==> src/lcdts_pkg.sv <==
// lcdts_pkg: shared types, constants and helpers for the lcd line timing block
package lcdts_pkg;

  // fixed field widths
  localparam int unsigned TICK_W   = 9;
  localparam int unsigned DOT_W    = 9;
  localparam int unsigned LINE_W   = 8;
  localparam int unsigned MODE_W   = 2;
  localparam int unsigned LMODE_W  = 3;
  localparam int unsigned LYC_W    = 8;
  localparam int unsigned STATEN_W = 4;
  localparam int unsigned CFG_IDX_W  = 2;
  localparam int unsigned CFG_DATA_W = 8;
  localparam int unsigned IN_DATA_W  = 16;
  localparam int unsigned OUT_DATA_W = 24;

  // default timing
  localparam int unsigned DOTS_PER_LINE_DEF = 456;
  localparam int unsigned VISIBLE_LINES_DEF = 144;

  localparam logic [LINE_W-1:0] LAST_LINE    = 8'd153;
  localparam logic [DOT_W-1:0]  OAM_END_DOT  = 9'd80;
  localparam logic [DOT_W-1:0]  DRAW_END_DOT = 9'd252;

  // lcd modes
  localparam logic [MODE_W-1:0] MODE_HBLANK = 2'd0;
  localparam logic [MODE_W-1:0] MODE_VBLANK = 2'd1;
  localparam logic [MODE_W-1:0] MODE_OAM    = 2'd2;
  localparam logic [MODE_W-1:0] MODE_DRAW   = 2'd3;
  localparam logic [LMODE_W-1:0] NO_MODE    = 3'd7;

  // stat enable bit positions
  localparam int unsigned STAT_EN_HBLANK = 0;
  localparam int unsigned STAT_EN_VBLANK = 1;
  localparam int unsigned STAT_EN_OAM    = 2;
  localparam int unsigned STAT_EN_LYC    = 3;

  // configuration register indexes
  localparam logic [CFG_IDX_W-1:0] CFG_LCD_ENABLE   = 2'd0;
  localparam logic [CFG_IDX_W-1:0] CFG_LYC_VALUE    = 2'd1;
  localparam logic [CFG_IDX_W-1:0] CFG_STAT_ENABLES = 2'd2;

  typedef struct packed {
    logic [DOT_W-1:0]   dot;
    logic [LINE_W-1:0]  line;
    logic [MODE_W-1:0]  mode;
    logic [LMODE_W-1:0] last_mode;
    logic               cmatch;
  } lcdts_state_t;

  typedef struct packed {
    logic               lcd_enable;
    logic [LYC_W-1:0]   lyc_value;
    logic [STATEN_W-1:0] stat_enables;
  } lcdts_cfg_t;

  typedef struct packed {
    logic [LINE_W-1:0] line_number;
    logic [MODE_W-1:0] mode;
    logic              lyc_equal;
    logic              vblank_request;
    logic              stat_request;
    logic              render_valid;
    logic [LINE_W-1:0] render_line;
  } lcdts_result_t;

  // stat enable bit that belongs to a mode; drawing has none
  function automatic logic mode_stat_en(input logic [MODE_W-1:0] m,
                                        input logic [STATEN_W-1:0] en);
    logic r;
    case (m)
      MODE_HBLANK: r = en[STAT_EN_HBLANK];
      MODE_VBLANK: r = en[STAT_EN_VBLANK];
      MODE_OAM:    r = en[STAT_EN_OAM];
      default:     r = 1'b0;
    endcase
    return r;
  endfunction

endpackage

==> src/lcdts_step.sv <==
// lcdts_step: one tick item applied to the timing state, next state and result
module lcdts_step #(
  parameter int unsigned DOTS_PER_LINE = lcdts_pkg::DOTS_PER_LINE_DEF,
  parameter int unsigned VISIBLE_LINES = lcdts_pkg::VISIBLE_LINES_DEF
) (
  input  logic [lcdts_pkg::TICK_W-1:0] tick_count,
  input  lcdts_pkg::lcdts_cfg_t        cfg,
  input  lcdts_pkg::lcdts_state_t      state,
  output lcdts_pkg::lcdts_state_t      state_nxt,
  output lcdts_pkg::lcdts_result_t     result
);
  import lcdts_pkg::*;

  localparam logic [DOT_W-1:0]  DPL  = DOT_W'(DOTS_PER_LINE);
  localparam logic [DOT_W:0]    DPL1 = (DOT_W+1)'(DOTS_PER_LINE);
  localparam logic [LINE_W-1:0] VIS  = LINE_W'(VISIBLE_LINES);

  logic [DOT_W-1:0]   tick_sat;
  logic [DOT_W:0]     dot_sum;
  logic               boundary;
  logic [DOT_W-1:0]   dot_n;
  logic [LINE_W-1:0]  line_inc;
  logic [LINE_W-1:0]  line_a;
  logic               ent1;
  logic [MODE_W-1:0]  code1;
  logic               vblank;
  logic [MODE_W-1:0]  mode_a;
  logic [LMODE_W-1:0] lm_a;
  logic               fire1;
  logic               match;
  logic               fire_c;
  logic               cmatch_n;
  logic [MODE_W-1:0]  code2;
  logic               fire2;
  logic [MODE_W-1:0]  mode_n;
  logic [LMODE_W-1:0] lm_n;
  logic               rvalid;

  always_comb begin
    tick_sat = (tick_count > DPL) ? DPL : tick_count;
    dot_sum  = {1'b0, state.dot} + {1'b0, tick_sat};
    boundary = (dot_sum >= DPL1);
    dot_n    = boundary ? DOT_W'(dot_sum - DPL1) : dot_sum[DOT_W-1:0];
    line_inc = state.line + LINE_W'(1);
    rvalid   = boundary && (state.line < VIS);

    // line boundary: advance the line and pick the entry mode
    line_a = state.line;
    ent1   = 1'b0;
    code1  = MODE_OAM;
    vblank = 1'b0;
    if (boundary) begin
      line_a = line_inc;
      if (line_inc == VIS) begin
        vblank = 1'b1;
        ent1   = 1'b1;
        code1  = MODE_VBLANK;
      end else if (line_inc > LAST_LINE) begin
        line_a = '0;
      end else if (line_inc < VIS) begin
        ent1  = 1'b1;
        code1 = MODE_OAM;
      end
    end
    mode_a = ent1 ? code1 : state.mode;
    lm_a   = ent1 ? {1'b0, code1} : state.last_mode;
    fire1  = ent1 && ({1'b0, code1} != state.last_mode) &&
             mode_stat_en(code1, cfg.stat_enables);

    // line compare, rising edge only
    match    = (line_a == cfg.lyc_value);
    fire_c   = boundary && match && !state.cmatch && cfg.stat_enables[STAT_EN_LYC];
    cmatch_n = boundary ? match : state.cmatch;

    // dot position mode on visible lines
    if (dot_n < OAM_END_DOT) begin
      code2 = MODE_OAM;
    end else if (dot_n < DRAW_END_DOT) begin
      code2 = MODE_DRAW;
    end else begin
      code2 = MODE_HBLANK;
    end
    if (line_a < VIS) begin
      mode_n = code2;
      lm_n   = {1'b0, code2};
      fire2  = ({1'b0, code2} != lm_a) && mode_stat_en(code2, cfg.stat_enables);
    end else begin
      mode_n = mode_a;
      lm_n   = lm_a;
      fire2  = 1'b0;
    end

    if (cfg.lcd_enable) begin
      state_nxt.dot       = dot_n;
      state_nxt.line      = line_a;
      state_nxt.mode      = mode_n;
      state_nxt.last_mode = lm_n;
      state_nxt.cmatch    = cmatch_n;
      result.line_number    = line_a;
      result.mode           = mode_n;
      result.lyc_equal      = cmatch_n;
      result.vblank_request = vblank;
      result.stat_request   = fire1 | fire_c | fire2;
      result.render_valid   = rvalid;
      result.render_line    = rvalid ? state.line : '0;
    end else begin
      // display off: timing held at zero, edge memories kept
      state_nxt.dot       = '0;
      state_nxt.line      = '0;
      state_nxt.mode      = MODE_HBLANK;
      state_nxt.last_mode = state.last_mode;
      state_nxt.cmatch    = state.cmatch;
      result.line_number    = '0;
      result.mode           = MODE_HBLANK;
      result.lyc_equal      = state.cmatch;
      result.vblank_request = 1'b0;
      result.stat_request   = 1'b0;
      result.render_valid   = 1'b0;
      result.render_line    = '0;
    end
  end

endmodule

==> src/lcd_line_timing_stat_irq_core.sv <==
// lcd_line_timing_stat_irq_core: lcd scanline timing with stat and vblank requests
//
//  channel | dir | handshake           | content
//  --------+-----+---------------------+----------------------------------------
//  in_     | in  | tvalid/tready       | tick_count per transfer
//  out_    | out | tvalid/tready       | line, mode, compare flag, requests
//  cfg_    | in  | cfg_we, no wait     | lcd_enable, lyc_value, stat_enables
//
// flow: one transfer in per clock while out_tready stays high; each tick count
//   passes the input register, then the step logic into the result register,
//   whose contents drive out_tdata
// the dot/line/mode state updates in the same cycle as the result register,
//   a loop from state_r through lcdts_step back into state_r
// reset: synchronous on rst_n low; both stages empty, state and config cleared
// stalls: out_tready low holds the result; the input register still takes one
//   more transfer, then in_tready drops until the result is taken
module lcd_line_timing_stat_irq_core #(
  parameter int unsigned DOTS_PER_LINE = lcdts_pkg::DOTS_PER_LINE_DEF,
  parameter int unsigned VISIBLE_LINES = lcdts_pkg::VISIBLE_LINES_DEF
) (
  input  logic                                clk,
  input  logic                                rst_n,
  // input stream
  input  logic                                in_tvalid,
  output logic                                in_tready,
  input  logic [lcdts_pkg::IN_DATA_W-1:0]     in_tdata,   // [8:0] tick_count, rest zero
  // result stream
  output logic                                out_tvalid,
  input  logic                                out_tready,
  // [7:0] line_number, [9:8] mode, [10] lyc_equal, [11] vblank_request,
  // [12] stat_request, [13] render_valid, [21:14] render_line, [23:22] zero
  output logic [lcdts_pkg::OUT_DATA_W-1:0]    out_tdata,
  // configuration writes
  input  logic                                cfg_we,
  input  logic [lcdts_pkg::CFG_IDX_W-1:0]     cfg_index,
  input  logic [lcdts_pkg::CFG_DATA_W-1:0]    cfg_wdata
);
  import lcdts_pkg::*;

  // configuration registers
  logic                lcd_enable_r;
  logic [LYC_W-1:0]    lyc_value_r;
  logic [STATEN_W-1:0] stat_enables_r;
  lcdts_cfg_t          cfg;

  // input stage
  logic              s1_valid_r;
  logic [TICK_W-1:0] s1_tick_r;

  // timing state and result stage
  lcdts_state_t  state_r;
  lcdts_state_t  state_nxt;
  lcdts_result_t result;
  logic          out_valid_r;
  logic [OUT_DATA_W-1:0] out_data_r;

  logic advance;   // result register free to load
  logic step;      // an item moves from input register to result register

  assign advance   = !out_valid_r || out_tready;
  assign step      = s1_valid_r && advance;
  assign in_tready = !s1_valid_r || advance;

  always_ff @(posedge clk) begin
    if (!rst_n) begin
      lcd_enable_r   <= 1'b0;
      lyc_value_r    <= '0;
      stat_enables_r <= '0;
    end else if (cfg_we) begin
      case (cfg_index)
        CFG_LCD_ENABLE:   lcd_enable_r   <= cfg_wdata[0];
        CFG_LYC_VALUE:    lyc_value_r    <= cfg_wdata[LYC_W-1:0];
        CFG_STAT_ENABLES: stat_enables_r <= cfg_wdata[STATEN_W-1:0];
        default: ;  // unused index, write dropped
      endcase
    end
  end

  assign cfg.lcd_enable   = lcd_enable_r;
  assign cfg.lyc_value    = lyc_value_r;
  assign cfg.stat_enables = stat_enables_r;

  // input register
  always_ff @(posedge clk) begin
    if (!rst_n) begin
      s1_valid_r <= 1'b0;
    end else if (in_tready) begin
      s1_valid_r <= in_tvalid;
    end
  end

  always_ff @(posedge clk) begin
    if (in_tvalid && in_tready) begin
      s1_tick_r <= in_tdata[TICK_W-1:0];
    end
  end

  lcdts_step #(
    .DOTS_PER_LINE (DOTS_PER_LINE),
    .VISIBLE_LINES (VISIBLE_LINES)
  ) u_step (
    .tick_count (s1_tick_r),
    .cfg        (cfg),
    .state      (state_r),
    .state_nxt  (state_nxt),
    .result     (result)
  );

  // timing state only moves when an item is stepped
  always_ff @(posedge clk) begin
    if (!rst_n) begin
      state_r.dot       <= '0;
      state_r.line      <= '0;
      state_r.mode      <= MODE_HBLANK;
      state_r.last_mode <= NO_MODE;
      state_r.cmatch    <= 1'b0;
    end else if (step) begin
      state_r <= state_nxt;
    end
  end

  // result register
  always_ff @(posedge clk) begin
    if (!rst_n) begin
      out_valid_r <= 1'b0;
    end else if (advance) begin
      out_valid_r <= s1_valid_r;
    end
  end

  always_ff @(posedge clk) begin
    if (step) begin
      out_data_r <= {2'b00, result.render_line, result.render_valid,
                     result.stat_request, result.vblank_request,
                     result.lyc_equal, result.mode, result.line_number};
    end
  end

  assign out_tvalid = out_valid_r;
  assign out_tdata  = out_data_r;

endmodule

==> config.mk <==
export PLATFORM = sky130hd
export DESIGN_NAME = lcd_line_timing_stat_irq_core
export DESIGN_NICKNAME = d
export VERILOG_FILES = /design/src/lcdts_pkg.sv /design/src/lcdts_step.sv /design/src/lcd_line_timing_stat_irq_core.sv
export SDC_FILE = /design/constraint.sdc
export NUM_CORES = 1
export LEC_CHECK = 0
export BUFFER_PORTS_ARGS = -buffer_cell sky130_fd_sc_hd__buf_2
export CORE_MARGIN = 1.5
export CORE_UTILIZATION = 40
export CTS_CLUSTER_DIAMETER = 100
export DETAILED_ROUTE_END_ITERATION = 8
export GPL_TIMING_DRIVEN = 0
export SKIP_CTS_REPAIR_TIMING = 1
export SLEW_MARGIN = 40
export SYNTH_ARGS = -nofsm -noshare
export SYNTH_HDL_FRONTEND = slang
export SYNTH_SLANG_ARGS = --single-unit
==> constraint.sdc <==
create_clock -name clk -period 5 [get_ports clk]
set_clock_uncertainty 0.1 [all_clocks]
set_input_delay 1 -clock clk [delete_from_list [all_inputs] [get_ports clk]]
set_output_delay 1 -clock clk [all_outputs]
set_load 0.05 [all_outputs]
* Word-level counts from Yosys, hierarchy flattened
Cells that the tools add are included.
** Operators by class
- Div/mod/pow operators :: 0
- $add $sub $neg :: 3
- Equality and inequality tests :: 10
- Order comparisons :: 8
- Muxes and demuxes :: 27
- Bitwise logic cells :: 2
- $mul :: 0
- Reduce and logical (&&, ||, !) cells :: 23
- Shifts and indexed selects :: 0
** Operators with widths (number)
- two-way mux 8 bit :: 4
- less-than comparator 8 bit (second input constant) :: 3
- two-way mux 23 bit :: 1
- two-way mux 9 bit :: 2
- two-way mux 12 bit :: 1
- two-way mux 2 bit :: 6
- AND reduction 2 bit :: 6
- adder 9 x 9 -> 10 bit :: 1
- greater-or-equal comparator 10 x 9 -> 1 bit (second input constant) :: 1
- greater-than comparator 9 bit (second input constant) :: 1
- logical AND 1 bit :: 9
- less-than comparator 9 x 7 -> 1 bit (second input constant) :: 1
- less-than comparator 9 x 8 -> 1 bit (second input constant) :: 1
- two-way mux 1 bit :: 9
- subtractor 9 bit (second input constant) :: 1
- adder 8 x 1 -> 8 bit (second input constant) :: 1
- equality test 8 bit :: 1
- equality test 8 bit (second input constant) :: 1
- greater-than comparator 8 bit (second input constant) :: 1
- equality test 2 x 1 -> 1 bit (second input constant) :: 3
- equality test 2 bit (second input constant) :: 3
- logical NOT 2 bit :: 3
- two-way mux 3 bit :: 2
- != test 2 x 3 -> 1 bit :: 2
- 4 further kinds :: 9
** Word-level totals
- Memory bits (writable) :: 0
- Memory bits (read-only) :: 0
- Input port bits :: 31
- Memories :: 0
- Output and inout bits :: 26
- Bits in latches :: 0
- Flip-flop bits (word level) :: 69

* Depth between registers and ports, before layout
- Depth in word-level cells :: 15
- Depth in mapped cells :: 20
- Depth with buffers taken out :: 18

* By module
Synthesis repeated with hierarchy kept, for this count alone.
** Second synthesis, totals
- Cell total of the unflattened synthesis :: 535
- Area total of the unflattened synthesis :: 4680.7 µm²
** By module, submodules not included
- lcd_line_timing_stat_irq_core :: area an instance 2469.9 µm², instances 1, cells an instance 197, sequential area each 1691.6 µm²
- lcdts_step :: area an instance 2210.9 µm², instances 1, cells an instance 338, sequential area each 0.0 µm²

* Worst setup path after synthesis
Ideal clock, no wire load.
- Kind :: reg-to-reg
- Start :: register s1_tick_r[0]
- End :: register out_data_r[12] (netlist: out_tdata[12]) (data pin)
- Setup time :: 266 ps
- Path slack :: 739 ps
- Period minus slack after synthesis :: 4261 ps
- Required time :: 4634 ps
- Arrival :: 3895 ps
- Stages on the path, launching flop included :: 19
- Path through :: edfxtp_1 o31ai_1 a21oi_1 nor2b_1 ha_1 inv_1 fa_1 and3b_1 buf_2 o2111ai_2 mux2i_1 a2111oi_4 o31ai_4 a22o_1 a21o_1 buf_6 or3_1 a32oi_1 o211ai_1
** On the way
- Longest elaborated chain between the ends :: 14
** Ends and longest elaborated chain
- from (decl) :: line lcd_line_timing_stat_irq_core.sv:48 : logic [TICK_W-1:0] s1_tick_r;
- from (signal assigned) :: line lcd_line_timing_stat_irq_core.sv:94 : s1_tick_r <= in_tdata[TICK_W-1:0];
- greater-than comparator 9 bit :: line lcdts_step.sv:40 : tick_sat = (tick_count > DPL) ? DPL : tick_count;
- two-way mux 9 bit * :: line lcdts_step.sv:40
- adder 9 x 9 -> 10 bit * :: line lcdts_step.sv:41 : dot_sum = {1'b0, state.dot} + {1'b0, tick_sat};
- subtractor 9 bit or greater-or-equal comparator 10 x 9 -> 1 bit (tied branches) :: line lcdts_step.sv:43, lcdts_step.sv:42
- two-way mux 9 bit :: line lcdts_step.sv:43 : dot_n = boundary ? DOT_W'(dot_sum - DPL1) : dot_sum[DOT_W-1:0];
- less-than comparator 9 x 8 -> 1 bit :: line lcdts_step.sv:78 : end else if (dot_n < DRAW_END_DOT) begin
- two-way mux 2 bit :: line lcdts_step.sv:78
- two-way mux 2 bit :: line lcdts_step.sv:76 : if (dot_n < OAM_END_DOT) begin
- equality test 2 bit (tied with other cells) :: line lcdts_pkg.sv:71 : case (m)
- case mux 1 bit (3 select lines) :: line lcdts_pkg.sv:71
- two-way mux 1 bit :: line lcdts_step.sv:83 : if (line_a < VIS) begin
- logical AND 1 bit :: line lcdts_step.sv:86 : fire2 = ({1'b0, code2} != lm_a) && mode_stat_en(code2, cfg.stat_enables);
- two-way mux 1 bit :: line lcdts_step.sv:83
- OR 1 bit * :: line lcdts_step.sv:103 : result.stat_request = fire1 | fire_c | fire2;
- to (signal assigned) :: line lcd_line_timing_stat_irq_core.sv:133 : out_data_r <= {2'b00, result.render_line, result.render_valid,
- to (decl) :: line lcd_line_timing_stat_irq_core.sv:55 : logic [OUT_DATA_W-1:0] out_data_r;
Mark *: on every way between the ends. The rest lies on a longest branch, timed or not. The select of a mux whose other input is x is not followed.
A chain may end at the register's enable or synchronous reset.

==> metrics.txt <==
# TYPE chip_impl_metric gauge
chip_impl_metric{name="number_of_global_route_vias_before_repair",unit=""} 3446
chip_impl_metric{name="tritoncts.num_buffers",unit=""} 9
chip_impl_metric{name="r2r.worst_path.cells",unit=""} 14
chip_impl_info{name="synth_largest_area_cell",value="edfxtp_1"} 1
chip_impl_info{name="grt_setup_unrepaired",value="false"} 1
chip_impl_metric{name="dpl-instance-area",unit="mm2"} 0.00471
chip_impl_metric{name="grt_max_degree",unit=""} 21
chip_impl_info{name="crit_type",value="register to register"} 1
chip_impl_metric{name="drt_iter0_drc",unit=""} 217
chip_impl_metric{name="clkSinkCount",unit=""} 69
chip_impl_metric{name="setup-violations-final",unit=""} 0
chip_impl_metric{name="postLayoutCellArea",unit="mm2"} 0.00494
chip_impl_metric{name="hold_violations",unit=""} 0
chip_impl_metric{name="antennaDiodeCount",unit=""} 0
chip_impl_info{name="clock_tree_from_tritoncts",value="yes"} 1
chip_impl_metric{name="num-nets-final",unit=""} 574
chip_impl_metric{name="detailedRoute.firstPassIterationCount",unit=""} 5
chip_impl_metric{name="syn2layout_area_growth",unit="%"} 15.6
chip_impl_metric{name="synth_top_area_share",unit="%"} 21.8
chip_impl_info{name="top_layer_used",value="met4"} 1
chip_impl_info{name="worstSetupStartpointType",value="register"} 1
chip_impl_metric{name="wl_met2",unit="mm"} 4.99
chip_impl_metric{name="detailroute.via_count",unit=""} 3728
chip_impl_info{name="final_common_cell",value="buf_2"} 1
chip_impl_info{name="dominantRegCellSynth",value="dfxtp_1"} 1
chip_impl_metric{name="dp.cells",unit=""} 653
chip_impl_metric{name="required",unit="ps"} 5020
chip_impl_metric{name="wl_met1",unit="mm"} 4.95
chip_impl_metric{name="syn-mean-instance-area",unit="um2"} 9.14
chip_impl_metric{name="hold_path_depth",unit=""} 2
chip_impl_metric{name="num_rows",unit=""} 37
chip_impl_metric{name="syn_inst",unit=""} 468
chip_impl_metric{name="final-instance-count-excl-fill",unit=""} 669
chip_impl_metric{name="slew_headroom",unit="%"} 50.1
chip_impl_metric{name="power.static_leakage",unit="nW"} 1.91
chip_impl_metric{name="port-buffer-count",unit=""} 47
chip_impl_metric{name="wl_met3",unit="um"} 732
chip_impl_info{name="clk_root_buffer_cell",value="clkbuf_8"} 1
chip_impl_metric{name="dieArea",unit="mm2"} 0.0113
chip_impl_metric{name="p_per_area",unit="mW/mm2"} 269
chip_impl_metric{name="die_x",unit="um"} 106
chip_impl_metric{name="ratio_of_cells_with_drive_above_1_in_the_final_layout",unit="%"} 18.0
chip_impl_metric{name="drcViolationCount",unit=""} 0
chip_impl_metric{name="async_reset_ff_share",unit="%"} 0
chip_impl_metric{name="wire_length_of_the_first_global_routing_pass",unit="mm"} 17.0
chip_impl_metric{name="cts.reportedPaths.clkPinSlew",unit="ps"} 90
chip_impl_metric{name="fp.dieH",unit="um"} 106
chip_impl_metric{name="placer_congestion_estimate",unit=""} 0.897
chip_impl_metric{name="post_drt_wl_per_cell",unit="um"} 16.2
chip_impl_metric{name="worstSkewPairLatency",unit="ps"} 360
chip_impl_metric{name="synth.cell_area",unit="mm2"} 0.00428
chip_impl_metric{name="max_cap_viol_count",unit=""} 0
chip_impl_metric{name="core_region_area",unit="mm2"} 0.0104
chip_impl_metric{name="synth-warning-count",unit=""} 0
chip_impl_metric{name="number_of_antenna_violations_at_the_first_check_in_global_routing",unit=""} 0
chip_impl_info{name="worstSetupEndpointType",value="register"} 1
chip_impl_metric{name="worst_ir_drop_vdd",unit="mV"} 0.130
chip_impl_info{name="most-common-layout-cells",value="buf_2 (53), nor2_1 (41), nand2_1 (41), a21oi_1 (39), dfxtp_1 (38)"} 1
chip_impl_metric{name="dp_hpwl",unit="mm"} 7.97
chip_impl_metric{name="tightest_slew",unit="ps"} 748
chip_impl_metric{name="final_max_slew_viol_count",unit=""} 0
chip_impl_info{name="run_status",value="finished clean"} 1
chip_impl_metric{name="grt_remaining_overflow",unit=""} 0
chip_impl_metric{name="grt_use_total",unit="%"} 19.3
chip_impl_metric{name="finalSetupTns",unit="ps"} 0
chip_impl_info{name="timing.hold.worst.class",value="register to register"} 1
chip_impl_metric{name="yosys_register_bits",unit=""} 69
chip_impl_metric{name="io-pin-count",unit=""} 57
chip_impl_metric{name="final_period_minus_worst_setup_slack",unit="ps"} 4870
chip_impl_metric{name="deepest_level_of_the_cts_h_tree",unit=""} 3
chip_impl_metric{name="yosysUniqueCellTypes",unit=""} 75
chip_impl_info{name="synth.top_cells.by_area",value="edfxtp_1 (22%), dfxtp_1 (18%), a21oi_1 (4.7%), mux2i_1 (4.7%), ha_1 (4.1%)"} 1
chip_impl_metric{name="crit_path_max_fanout",unit=""} 10
chip_impl_metric{name="drt-total-wl",unit="mm"} 10.8
chip_impl_metric{name="ctsLongestPathBuffers",unit=""} 2
chip_impl_metric{name="viasPerCell",unit=""} 5.57
chip_impl_metric{name="ys_seq_area_share",unit="%"} 39.6
chip_impl_metric{name="critical_path_arrival",unit="ps"} 4890
chip_impl_metric{name="drtAntennaViolNets",unit=""} 0
chip_impl_metric{name="achievable-frequency",unit="MHz"} 205
chip_impl_metric{name="finalCritPeriodShare",unit="%"} 97.4
chip_impl_metric{name="synth-edff-count",unit=""} 31
chip_impl_metric{name="floorplan.initialDensity",unit="%"} 41.2
-- worst max-delay path, stage by stage, from the launching register on --
cell	delay, ps
edfxtp_1	400
o31ai_1	230
a21oi_1	140
or2_2	300
ha_1	320
a21o_1	180
buf_2	170
a221oi_1	690
o2111ai_4	250
o31ai_4	500
buf_2	330
mux2i_1	420
xor2_1	110
and4_1	240
a32o_1	240
-- final timing paths --
kind                            start                        to  slack, ps
min          state_r[14]$_SDFFE_PN0P_  state_r[14]$_SDFFE_PN0P_        370
min reg2reg  state_r[14]$_SDFFE_PN0P_  state_r[14]$_SDFFE_PN0P_        370
max reg2reg    s1_tick_r[1]$_DFFE_PP_   out_tdata[10]$_DFFE_PP_        130
max            s1_tick_r[1]$_DFFE_PP_   out_tdata[10]$_DFFE_PP_        130
-- power by group --
part	switching [W]	internal [W]	total [W]
Clock	0.000243	0.000270	0.000513
Combinational	0.000134	0.0000700	0.000204
Sequential	0.00000775	0.000606	0.000613
-- registers in the layout (all words and copies together) (netlist names) --
register	count
lcd_enable_r	1
lyc_value_r	8
out_tdata	22
out_tvalid	1
s1_tick_r	9
s1_valid_r	1
stat_enables_r	4
state_r	23
-- logic make-up (layout without fill, tap and decap cells) --
group | after synthesis | after routing | synth area share, %
fa+ha+maj | 15 | 15 | 4.56
mux | 23 | 23 | 5.56
xor+xnor | 16 | 16 | 3.28
flops | 69 | 69 | 39.6
buf+inv | 49 | 113 | 5.27
compound gates | 114 | 114 | 19.5
other cells | 1 | 2 | 0.0877
simple gates | 181 | 181 | 22.2
-- area by class of cell --
cell class	count	area (um2)
Buffer	32	163
Inverter	17	63.8
Multi-Input combinational cell	351	2370
Tap cell	136	170
Clock inverter	6	73.8
Sequential cell	69	1690
Timing Repair Buffer	48	263
Clock buffer	10	149
Fill cell	1034	5430
-- synthesized netlist by cell type (3+ instances only) --
cell	number
nand2_1	41
nor2_1	41
a21oi_1	40
dfxtp_1	38
edfxtp_1	31
clkbuf_1	20
mux2i_1	20
inv_1	16
nand3_1	16
and2_1	14
ha_1	14
o21ai_0	14
nor3_1	12
xnor2_1	10
or3_1	9
a21o_1	8
nand4_1	7
buf_2	6
nand3b_1	6
xor2_1	6
nand4b_1	5
nor2b_1	5
a211oi_1	4
a22oi_1	4
nand2b_1	4
o211ai_1	4
a31oi_1	3
and3_1	3
buf_4	3
buf_6	3
nor4b_1	3
o21a_1	3
o22ai_1	3
-- through the flow --
stage	power (W)	utilization, %	hold WS, ps	worst slack [ps]
detailed placement	0.000828	45.5	357	165
finish	0.00133	47.7	365	132
global placement	0.000822	45.2	345	134
CTS	0.00134	47.6	369	174
global route	0.00138	47.7	398	13.2
floorplan	0.000774	-	336	739
-- routing by layer --
metal,GRT usage [%],vias up
li1,-,1832
met1,25.2,1752
met2,31.4,132
met3,4.11,12
met4,6.47,0
met5,0,-
(Power assumes the default switching activity.)
